File: src/design/lsfs_pkg.sv
// Shared constants, types and helpers of the LED strip frame serializer.
package lsfs_pkg;

  localparam int COLUMNS = 8;
  localparam int ROWS = 5;
  localparam int PIXELS = COLUMNS * ROWS;
  localparam int ADDR_W = (PIXELS > 1) ? $clog2(PIXELS) : 1;
  localparam int PIXEL_W = 24;
  localparam int COL_W = 4;
  localparam int ROW_W = 3;
  localparam int CFG_INDEX_W = 3;
  localparam int CFG_DATA_W = 16;

  typedef enum logic [1:0] {
    OP_WRITE = 2'd0,
    OP_START = 2'd1,
    OP_TICK  = 2'd2
  } op_t;

  typedef enum logic [CFG_INDEX_W-1:0] {
    REG_ONE_HIGH  = 3'd0,
    REG_ONE_LOW   = 3'd1,
    REG_ZERO_HIGH = 3'd2,
    REG_ZERO_LOW  = 3'd3,
    REG_LATCH     = 3'd4
  } reg_index_t;

  typedef enum logic [1:0] {
    PH_IDLE  = 2'd0,
    PH_HIGH  = 2'd1,
    PH_LOW   = 2'd2,
    PH_LATCH = 2'd3
  } phase_t;

  typedef struct packed {
    logic               en;
    logic [ADDR_W-1:0]  addr;
    logic [PIXEL_W-1:0] data;
  } wr_req_t;

  function automatic logic [ADDR_W-1:0] pixel_addr(input logic [ROW_W-1:0] row,
                                                   input logic [COL_W-1:0] column);
    return ADDR_W'(int'(row) * COLUMNS + int'(column));
  endfunction

  function automatic logic [7:0] color_byte(input logic [PIXEL_W-1:0] pixel,
                                            input logic [1:0] color);
    logic [7:0] b;
    case (color)
      2'd0:    b = pixel[23:16];
      2'd1:    b = pixel[15:8];
      2'd2:    b = pixel[7:0];
      default: b = 8'd0;
    endcase
    return b;
  endfunction

endpackage

File: src/design/led_strip_frame_serializer.sv
// Top level of the single-wire LED strip frame serializer.
//
//   channel  beat                                      handshake
//   in       op, column, row, red, green, blue         in_valid / in_ready
//   out      line_level, busy_res, frame_done          out_valid / out_ready
//   cfg      cfg_index, cfg_data                       cfg_valid / cfg_ready
//
// One input beat is taken per clock whenever the output register is empty or being drained.
// Each result appears in the output register on the cycle after its input beat.
// A byte load reads the frame store; the read register feeds the bit logic on the next cycle.
// Reset clears all valid bits of the frame store at once, so no clearing sweep runs.
module led_strip_frame_serializer
  import lsfs_pkg::*;
(
  input  logic                   clk,
  input  logic                   rst,
  input  logic                   in_valid,
  output logic                   in_ready,
  input  logic [1:0]             op,
  input  logic [COL_W-1:0]       column,
  input  logic [ROW_W-1:0]       row,
  input  logic [7:0]             red,
  input  logic [7:0]             green,
  input  logic [7:0]             blue,
  output logic                   out_valid,
  input  logic                   out_ready,
  output logic                   line_level,
  output logic                   busy_res,
  output logic                   frame_done,
  input  logic                   cfg_valid,
  output logic                   cfg_ready,
  input  logic [CFG_INDEX_W-1:0] cfg_index,
  input  logic [CFG_DATA_W-1:0]  cfg_data
);

  logic [7:0]  one_high_ticks;
  logic [7:0]  one_low_ticks;
  logic [7:0]  zero_high_ticks;
  logic [7:0]  zero_low_ticks;
  logic [15:0] latch_ticks;

  phase_t             phase, phase_next;
  logic [ADDR_W-1:0]  pixel_index, pixel_index_next;
  logic [1:0]         color_index, color_index_next;
  logic [2:0]         bit_index, bit_index_next;
  logic [7:0]         bit_shift, bit_shift_next;
  logic [15:0]        tick_count, tick_count_next;
  logic               pending;

  logic               in_fire;
  logic               load;
  logic               done;
  logic [7:0]         cur_shift;
  logic [15:0]        tick_inc;
  logic [15:0]        high_lim;
  logic [15:0]        low_lim;
  logic [15:0]        latch_lim;
  logic [7:0]         high_raw;
  logic [7:0]         low_raw;
  wr_req_t            wr;
  logic [PIXEL_W-1:0] rd_data;
  logic               res_line;
  logic               res_busy;
  logic               res_done;

  assign in_ready = !out_valid || out_ready;
  assign in_fire = in_valid && in_ready;
  assign cfg_ready = 1'b1;

  always_ff @(posedge clk) begin
    if (rst) begin
      one_high_ticks <= 8'd8;
      one_low_ticks <= 8'd6;
      zero_high_ticks <= 8'd4;
      zero_low_ticks <= 8'd8;
      latch_ticks <= 16'd960;
    end else if (cfg_valid && cfg_ready) begin
      case (reg_index_t'(cfg_index))
        REG_ONE_HIGH:  one_high_ticks <= cfg_data[7:0];
        REG_ONE_LOW:   one_low_ticks <= cfg_data[7:0];
        REG_ZERO_HIGH: zero_high_ticks <= cfg_data[7:0];
        REG_ZERO_LOW:  zero_low_ticks <= cfg_data[7:0];
        REG_LATCH:     latch_ticks <= cfg_data;
        default: ;
      endcase
    end
  end

  lsfs_frame_store u_store (
    .clk     (clk),
    .rst     (rst),
    .wr      (wr),
    .rd_en   (load),
    .rd_addr (pixel_index_next),
    .rd_data (rd_data)
  );

  // The byte of a fresh load comes from the read register until it is captured.
  assign cur_shift = pending ? color_byte(rd_data, color_index) : bit_shift;
  assign tick_inc = tick_count + 16'd1;
  assign high_raw = cur_shift[7] ? one_high_ticks : zero_high_ticks;
  assign low_raw = cur_shift[7] ? one_low_ticks : zero_low_ticks;
  assign high_lim = (high_raw == 8'd0) ? 16'd1 : {8'd0, high_raw};
  assign low_lim = (low_raw == 8'd0) ? 16'd1 : {8'd0, low_raw};
  assign latch_lim = (latch_ticks == 16'd0) ? 16'd1 : latch_ticks;

  always_comb begin
    phase_next = phase;
    pixel_index_next = pixel_index;
    color_index_next = color_index;
    bit_index_next = bit_index;
    bit_shift_next = cur_shift;
    tick_count_next = tick_count;
    load = 1'b0;
    done = 1'b0;
    wr = '0;
    if (in_fire) begin
      case (op_t'(op))
        OP_WRITE: begin
          if (int'(column) < COLUMNS && int'(row) < ROWS) begin
            wr.en = 1'b1;
            wr.addr = pixel_addr(row, column);
            wr.data = {green, red, blue};
          end
        end
        OP_START: begin
          if (phase == PH_IDLE) begin
            pixel_index_next = '0;
            color_index_next = 2'd0;
            bit_index_next = 3'd0;
            tick_count_next = 16'd0;
            load = 1'b1;
            phase_next = PH_HIGH;
          end
        end
        OP_TICK: begin
          case (phase)
            PH_HIGH: begin
              tick_count_next = tick_inc;
              if (tick_inc >= high_lim) begin
                phase_next = PH_LOW;
                tick_count_next = 16'd0;
              end
            end
            PH_LOW: begin
              tick_count_next = tick_inc;
              if (tick_inc >= low_lim) begin
                tick_count_next = 16'd0;
                bit_shift_next = {cur_shift[6:0], 1'b0};
                if (bit_index < 3'd7) begin
                  bit_index_next = bit_index + 3'd1;
                  phase_next = PH_HIGH;
                end else begin
                  bit_index_next = 3'd0;
                  if (color_index < 2'd2) begin
                    color_index_next = color_index + 2'd1;
                    load = 1'b1;
                    phase_next = PH_HIGH;
                  end else begin
                    color_index_next = 2'd0;
                    if (pixel_index != ADDR_W'(PIXELS - 1)) begin
                      pixel_index_next = pixel_index + ADDR_W'(1);
                      load = 1'b1;
                      phase_next = PH_HIGH;
                    end else begin
                      pixel_index_next = '0;
                      phase_next = PH_LATCH;
                    end
                  end
                end
              end
            end
            PH_LATCH: begin
              tick_count_next = tick_inc;
              if (tick_inc >= latch_lim) begin
                tick_count_next = 16'd0;
                phase_next = PH_IDLE;
                done = 1'b1;
              end
            end
            default: ;
          endcase
        end
        default: ;
      endcase
    end
  end

  always_comb begin
    res_line = (phase_next == PH_HIGH);
    res_busy = (phase_next != PH_IDLE);
    res_done = done;
  end

  always_ff @(posedge clk) begin
    if (rst) begin
      phase <= PH_IDLE;
      pixel_index <= '0;
      color_index <= 2'd0;
      bit_index <= 3'd0;
      bit_shift <= 8'd0;
      tick_count <= 16'd0;
      pending <= 1'b0;
      out_valid <= 1'b0;
    end else begin
      phase <= phase_next;
      pixel_index <= pixel_index_next;
      color_index <= color_index_next;
      bit_index <= bit_index_next;
      bit_shift <= bit_shift_next;
      tick_count <= tick_count_next;
      pending <= load;
      if (in_fire) begin
        out_valid <= 1'b1;
      end else if (out_ready) begin
        out_valid <= 1'b0;
      end
    end
  end

  always_ff @(posedge clk) begin
    if (in_fire) begin
      line_level <= res_line;
      busy_res <= res_busy;
      frame_done <= res_done;
    end
  end

`ifndef SYNTH
  a_load_not_back_to_back: assert property (@(posedge clk) disable iff (rst)
    pending |=> !pending)
    else $error("byte loads on consecutive cycles");

  a_idle_count_clear: assert property (@(posedge clk) disable iff (rst)
    phase == PH_IDLE |-> tick_count == 16'd0)
    else $error("tick count not clear while idle");

  a_line_implies_busy: assert property (@(posedge clk) disable iff (rst)
    out_valid && line_level |-> busy_res && !frame_done)
    else $error("line high outside a running frame");
`endif

endmodule

File: src/design/lsfs_frame_store.sv
// Pixel memory with one write port, one registered read port and per-entry valid bits.
module lsfs_frame_store
  import lsfs_pkg::*;
(
  input  logic               clk,
  input  logic               rst,
  input  wr_req_t            wr,
  input  logic               rd_en,
  input  logic [ADDR_W-1:0]  rd_addr,
  output logic [PIXEL_W-1:0] rd_data
);

  logic [PIXEL_W-1:0] mem [PIXELS];
  logic [PIXELS-1:0]  valid;
  logic [PIXEL_W-1:0] rword;
  logic               rvalid;

  always_ff @(posedge clk) begin
    if (wr.en) begin
      mem[wr.addr] <= wr.data;
    end
    if (rd_en) begin
      rword <= mem[rd_addr];
    end
  end

  always_ff @(posedge clk) begin
    if (rst) begin
      valid <= '0;
      rvalid <= 1'b0;
    end else begin
      if (wr.en) begin
        valid[wr.addr] <= 1'b1;
      end
      if (rd_en) begin
        rvalid <= valid[rd_addr];
      end
    end
  end

  assign rd_data = rvalid ? rword : '0;

endmodule

File: config.mk
export PLATFORM = sky130hd
export DESIGN_NAME = led_strip_frame_serializer
export DESIGN_NICKNAME = d
export VERILOG_FILES = /design/src/design/lsfs_pkg.sv /design/src/design/led_strip_frame_serializer.sv /design/src/design/lsfs_frame_store.sv
export SDC_FILE = /design/constraint.sdc
export NUM_CORES = 1
export LEC_CHECK = 0
export ABC_AREA = 1
export ABC_CLOCK_PERIOD_IN_PS = 6500
export BUFFER_PORTS_ARGS = -buffer_cell sky130_fd_sc_hd__buf_2
export CORE_UTILIZATION = 65
export CTS_BUF_LIST = sky130_fd_sc_hd__clkbuf_4 sky130_fd_sc_hd__clkbuf_8
export DETAILED_ROUTE_END_ITERATION = 7
export GPL_TIMING_DRIVEN = 1
export MAX_ROUTING_LAYER = met4
export PLACE_DENSITY_LB_ADDON = 0.2
export SYNTH_ARGS = -nofsm -noshare
export SYNTH_HDL_FRONTEND = slang
export SYNTH_SLANG_ARGS = --single-unit
File: constraint.sdc
create_clock -name clk -period 6.5 [get_ports clk]
set_input_delay 0.325 -clock clk [delete_from_list [all_inputs] [get_ports clk]]
set_output_delay 0.325 -clock clk [all_outputs]
set_load 0.02 [all_outputs]
# Yosys cells after proc, flatten, opt, wreduce, memory -nomap -nowiden
# Memory sizes are Yosys's and may differ from the RTL's. A register that Yosys moved wholly into a read port is not among the register bits.
# Index checks and enable logic that the tools add are counted.
[totals]
mem_bits_rw = 960
word_cells = 144
reg_bits = 131
mem_count = 1
[op_classes]
muxes = 67
eq_ne = 18
add_sub_neg = 5
n_bitwise = 1
n_lt_le_gt_ge = 10
n_reduce_logical = 24
[mem_list]
columns = ["memory", "depth", "word_bits", "rd", "rd_ports_with_merged_regs", "write_ports", "line_no", "text"]
rows = [
  ["u_store.mem", 40, 24, 1, 1, 1, "lsfs_frame_store.sv:13", "logic [PIXEL_W-1:0] mem [PIXELS];"],
]
[op_table]
columns = ["cell", "n"]
rows = [
  ["two-way mux 31 bit", 3],
  ["two-way mux 16 bit", 5],
  ["two-way mux 8 bit", 9],
  ["case mux 16 bit (3 select lines)", 1],
  ["two-way mux 6 bit", 7],
  ["OR 40 bit", 1],
  ["greater-or-equal comparator 16 x 8 -> 1 bit", 2],
  ["case mux 16 bit (2 select lines)", 1],
  ["two-way mux 2 bit", 13],
  ["two-way mux 24 bit", 1],
  ["case mux 8 bit (3 select lines)", 1],
  ["adder 16 x 1 -> 16 bit (second input constant)", 1],
  ["greater-or-equal comparator 16 bit", 1],
  ["zero test 16 bit", 1],
  ["zero test 8 bit", 2],
  ["less-than comparator 6 x 7 -> 1 bit (second input constant)", 2],
  ["two-way mux 1 bit", 14],
  ["two-way mux 3 bit", 4],
  ["case mux 6 bit (2 select lines)", 1],
  ["AND reduction 2 bit", 6],
  ["equality test 2 x 1 -> 1 bit (second input constant)", 4],
  ["equality test 2 bit (second input constant)", 4],
  ["case mux 2 bit (2 select lines)", 2],
  ["adder 6 x 1 -> 6 bit (second input constant)", 1],
  ["other kinds (28)", 38],
]

# Longest topological paths before layout
[logic_depth]
word_depth = 13
depth_mapped = 39
ltp_nobuf = 36

# Cells and area by module
# From an unflattened synthesis, not the netlist that was laid out.
[hier_totals]
hier_cells = 4176
area_unflattened_um2 = 46470.8
[by_module_without_submodules]
columns = ["module", "instances", "area_per_inst_um2", "cells_each"]
rows = [
  ["lsfs_frame_store", 1, 40598.9, 3275],
  ["led_strip_frame_serializer", 1, 5871.9, 901],
]

# Worst setup path after synthesis
# No wires, ideal clock.
[synth_path]
kind = "reg2reg"
from = "register color_index[1]"
to = "register u_store.rword[1], read port of u_store.mem, data pin"
n_path_buf = 7
required_ns = 6.245
stages_incl_launch_ff = 34
slack_ns = 1.793
arrival_time_ns = 4.452
synth_period_minus_slack_ns = 4.707
setup_ns = 0.255
path_cell_list = "dfxtp_1 -> clkbuf_1 -> clkbuf_1 -> a21oi_1 -> a22o_1 -> clkbuf_1 -> clkbuf_1 -> mux2i_1 -> nand3_1 -> o21ai_0 -> ha_1 -> inv_1 -> nand2_1 -> nand2_1 -> nand2_1 -> nand2_1 -> nand2_1 -> nand2_1 -> nand2_1 -> a21oi_1 -> nand3_4 -> nand2_2 -> nand2_4 -> nand3_4 -> nand2_2 -> buf_4 -> buf_4 -> buf_2 -> nand2_1 -> nand3_1 -> nand3_1 -> nand2_1 -> a21oi_1 -> nor2_1"
[synth_between]
elab_chain_cells = 11
elab_cells_between_ends = 22
[synth_rtl]
columns = ["element", "line_no", "text"]
rows = [
  ["from (decl)", "led_strip_frame_serializer.sv:44", "logic [1:0] color_index, color_index_next;"],
  ["from (signal assigned)", "led_strip_frame_serializer.sv:208", "color_index <= color_index_next;"],
  ["equality test 2 bit, or another cell as far along", "lsfs_pkg.sv:49", "case (color)"],
  ["case mux 8 bit (3 select lines)", "lsfs_pkg.sv:49", ""],
  ["two-way mux 8 bit", "led_strip_frame_serializer.sv:99", "assign cur_shift = pending ? color_byte(rd_data, color_index) : bit_shift;"],
  ["two-way mux 8 bit", "led_strip_frame_serializer.sv:102", "assign low_raw = cur_shift[7] ? one_low_ticks : zero_low_ticks;"],
  ["zero test 8 bit", "led_strip_frame_serializer.sv:104", "assign low_lim = (low_raw == 8'd0) ? 16'd1 : {8'd0, low_raw};"],
  ["two-way mux 8 bit", "led_strip_frame_serializer.sv:104", ""],
  ["greater-or-equal comparator 16 x 8 -> 1 bit", "led_strip_frame_serializer.sv:147", "if (tick_inc >= low_lim) begin"],
  ["two-way mux 6 bit / two-way mux 1 bit (equally long branches)", "led_strip_frame_serializer.sv:147", ""],
  ["two-way mux 6 bit / two-way mux 1 bit (equally long branches)", "led_strip_frame_serializer.sv:137", "case (phase)"],
  ["case mux 6 bit (2 select lines) / case mux 1 bit (2 select lines) (equally long branches)", "led_strip_frame_serializer.sv:118", "case (op_t'(op))"],
  ["two-way mux 6 bit / two-way mux 1 bit (equally long branches)", "led_strip_frame_serializer.sv:117", "if (in_fire) begin"],
  ["to (decl)", "lsfs_frame_store.sv:15", "logic [PIXEL_W-1:0] rword;"],
]
# Several ways; a longest one is shown, not always the timed one.
# A chain may end at the register's enable or synchronous reset.

# Worst setup path after layout
[layout_path]
from = "register color_index[1]"
to = "register u_store.rword[14], read port of u_store.mem, data pin"
# Same word-level chain as after synthesis.

==> metrics.md <==
| Metric | Value |
|---|---|
| Top cell type's share of synthesized area | `63.9%` |
| Clock Skews | `between 20 and 25 ps` |
| Hold crit path type | `primary input to register` |
| CP bufs+invs | `3` |
| CP max-delay cell | `dfxtp_1` |
| CTS Buf Count | `171` |
| Worst setup path startpoint | `color_index[1]` |
| Area leader, netlist | `edfxtp_1` |
| Delay of the slowest critical-path stage | `roughly 470 ps` |
| Maximum VDD drop | `about 0.26 mV` |
| Outcome | `completed` |
| Crit-path most repeated cell | `nand2_1` |
| Largest net degree at the start of global routing | `103` |
| R2R cell count | `33` |
| Root buf cell | `clkbuf_8` |
| Post-synth EDFFs | `987` |
| RSZ-0062 raised after global routing | `no` |
| Core ar. | `70400 sq um` |
| Worst slew margin | `14.9%` |
| Total gr overflow | `0` |
| H-tree lvl count | `4` |
| R2R Setup Slk | `a little over 600 ps` |
| Commonest cells post-synth | `nand2_1, edfxtp_1, nand3_1` |
| Pwr Total | `0.0140 W` |
| Die width | `269 um` |
| Fmax | `between 150 and 200 MHz` |
| Number of I/O port buffers | `61` |
| Row cnt | `97` |
| P_leak | `18.4 nW` |
| Die H | `269 um` |
| FF-to-FF End | `u_store.rword[14]` |
| Synth area leaders | `edfxtp_1, nand2_1, nand3_1, dfxtp_1, nor2_1` |
| Area delta synth->final | `11.5%` |
| DR DRC count | `0` |
| Top FF cell, synth | `edfxtp_1` |
| Clk sink count | `1115` |
| Netlist Area Pre-Place | `46400 sq um` |
| Syn nets | `4369` |
| Nets@finish | `4499` |
| Final period utilization | `90.6%` |
| Worst setup EP type | `register` |
| Distinct cell type count after synthesis | `46` |
| WP data arrival | `6450 ps` |
| Global-route wire length before repair | `189000 um` |
| Layout cells sized above 1 | `a little under an eighth` |
| Fill cells | `4745` |
| Layout Utilization | `73.5%` |
| Crit Path Category | `register to register` |
| Startpoint types | `register` |
| Worst reg2reg startpoint | `color_index[1]` |
| Yosys reg bits | `1115` |
| Crit path time final | `5890 ps` |
| Placement Setup Slack | `465 ps` |
| CTS tree | `built` |
| Seq. cell area | `~32000 sq um` |
| Count leader, synth | `nand2_1` |
| DRT iter0 DRCs | `5066` |
| FFs w/ async S/R, synth | `0%` |
| Mapped Cells | `4272` |
| Crit path max-delay family | `simple AND/OR/NAND/NOR gates` |
| Gpl congestion | `0.924` |
| Setup TNS | `0 ps` |
| Drt pass-1 iters | `8` |
| Max cap viols | `0` |
| Crit-path max FO | `90` |
| IO Pins | `between 60 and 70` |
| Yosys warnings | `0` |
| Hold Fails Final Rpt | `0` |
| Final worst setup slack | `roughly 610 ps` |
| Slew Limit Fails | `0` |
| Initial antenna violation count | `3` |
| DRT Wirelength | `approximately 130000 um` |
| Avg Inst Size Synth | `about 11 sq um` |
| DP Cell Count | `just over 5000` |
| Post-CTS Setup Inserts | `0` |
| Die area | `72500 sq um` |
| Multi-input logic area | `12800 sq um` |
| Setup violators final | `0` |
| Post-synthesis sequential area ratio | `69.4%` |
| Crit path to | `u_store.rword[14]` |
| PD cells | `between 200 and 300 nW/um^2` |
| Post-route insts no fill | `about 5500` |
| CTS Buffer Depth | `3` |
| Required @ worst endpoint | `7060 ps` |
| Detailed Place HPWL | `72200 um` |
| Clk Latency, worst-skew pair | `820 ps` |
| GRT Overall Usage | `35.9%` |
| Clock transition at path regs | `70 ps` |
| Starting Density | `65.9%` |
| Via-to-Cell Ratio | `6.14` |
| CP Depth | `33` |
| Final ANT Viol Nets | `0` |
| Worst-margin pin slew | `between 1000 and 1500 ps` |
| DR vias | `33614` |
| Vias in the first global route | `31756` |
| DR WL/cell | `~23 um` |
==> registers in the layout (all words and copies together), names as in the netlist, 3 cells and up <==
register         cells
one_high_ticks       8
bit_shift            8
u_store.mem        960
zero_high_ticks      8
u_store.valid       40
pixel_index          6
one_low_ticks        8
bit_index            3
latch_ticks         16
u_store.rword       24
zero_low_ticks       8
tick_count          16
==> metrics by stage <==
| stage | hold slack (ps) | cell area, sq um |
|---|---|---|
| after floorplan | 425 | 46400 |
| after global placement | 436 | 48100 |
| after detailed placement | 442 | 48100 |
| after CTS | 33.4 | 51700 |
| after global routing | 84.5 | 51700 |
| final | 81.0 | 51700 |
==> worst min-delay path: cells and delay by family <==
| family | cells | cell delay [ps] |
|---|---|---|
| AND/OR/NAND/NOR | 4 | 220 |
| buffers and inverters | 2 | 140 |
| AO/OA/AOI/OAI | 1 | 150 |
==> cells in the final DEF (no fill, tap or decap), types with 9 or more instances in the layout <==
cell type	instances
nand2_1	1299
edfxtp_1	987
nand3_1	780
nor2_1	243
clkbuf_8	182
inv_1	144
dfxtp_1	128
a21oi_1	123
buf_4	81
buf_2	61
o21ai_0	59
clkbuf_4	55
a31oi_1	50
nor2_2	47
ha_1	40
clkinv_1	36
dlygate4sd3_1	26
nor2_4	23
buf_12	20
clkinv_2	19
o211ai_1	12
nand4_1	11
mux2i_1	9
==> layout make-up <==
cell class	instances	share of cell area, %
multi-input combinational	2769	24.8
antenna	2	0.00968
inverter	154	1.13
clock inverter	67	0.767
clock buffer	237	5.64
timing repair buffer	191	3.11
tap	940	2.27
sequential	1115	62.2
==> worst min-delay path by stage <==
stage	slack, ps	cells after the start	from	end
after global routing	80	3	green[6]	u_store.mem[15][22]
after floorplan	420	2	zero_low_ticks[7]	zero_low_ticks[7]
final	80	7	cfg_valid	zero_low_ticks[0]
after detailed placement	440	2	zero_high_ticks[2]	zero_high_ticks[2]
after global placement	440	2	zero_low_ticks[7]	zero_low_ticks[7]
after CTS	30	7	cfg_valid	zero_low_ticks[0]
==> per-layer routing <==
metal | vias up | GRT usage [%] | part of all wire, %
met3 | 374 | 7.06 | 12
li1 | 15090 | - | -
met5 | - | - | 0
met4 | 0 | 17.4 | 4.8
met1 | 15950 | 48.0 | 37
met2 | 2200 | 53.3 | 46
==> power breakdown <==
group	total [W]	internal, W	leakage (nW)	switching, W
sequential	0.00776	0.00774	8.12	0.0000173
combinational	0.000558	0.000180	8.48	0.000377
clock	0.00566	0.00299	1.76	0.00268
==> cells by family (layout without fill, tap and decap cells) <==
kind of cell             Yosys count  count (layout)  share of synthesized area (%)
multiplexers                       9               9                          0.194
buffers and inverters            388             649                           3.66
XOR/XNOR                           9               9                          0.170
adder cells (fa/ha/maj)           40              40                           1.08
AO/OA/AOI/OAI                    279             279                           3.40
other                              1               3                        0.00808
flip-flops                      1115            1115                           69.4
AND/OR/NAND/NOR                 2431            2431                           22.1
==> what timing repair did <==
item	in CTS	in global routing
hold buffers	26	0
setup endpoints to repair	0	21
endpoints found under the hold margin	49	0
resized for setup	0	4
No activity file was read; power rests on OpenSTA's default activity.
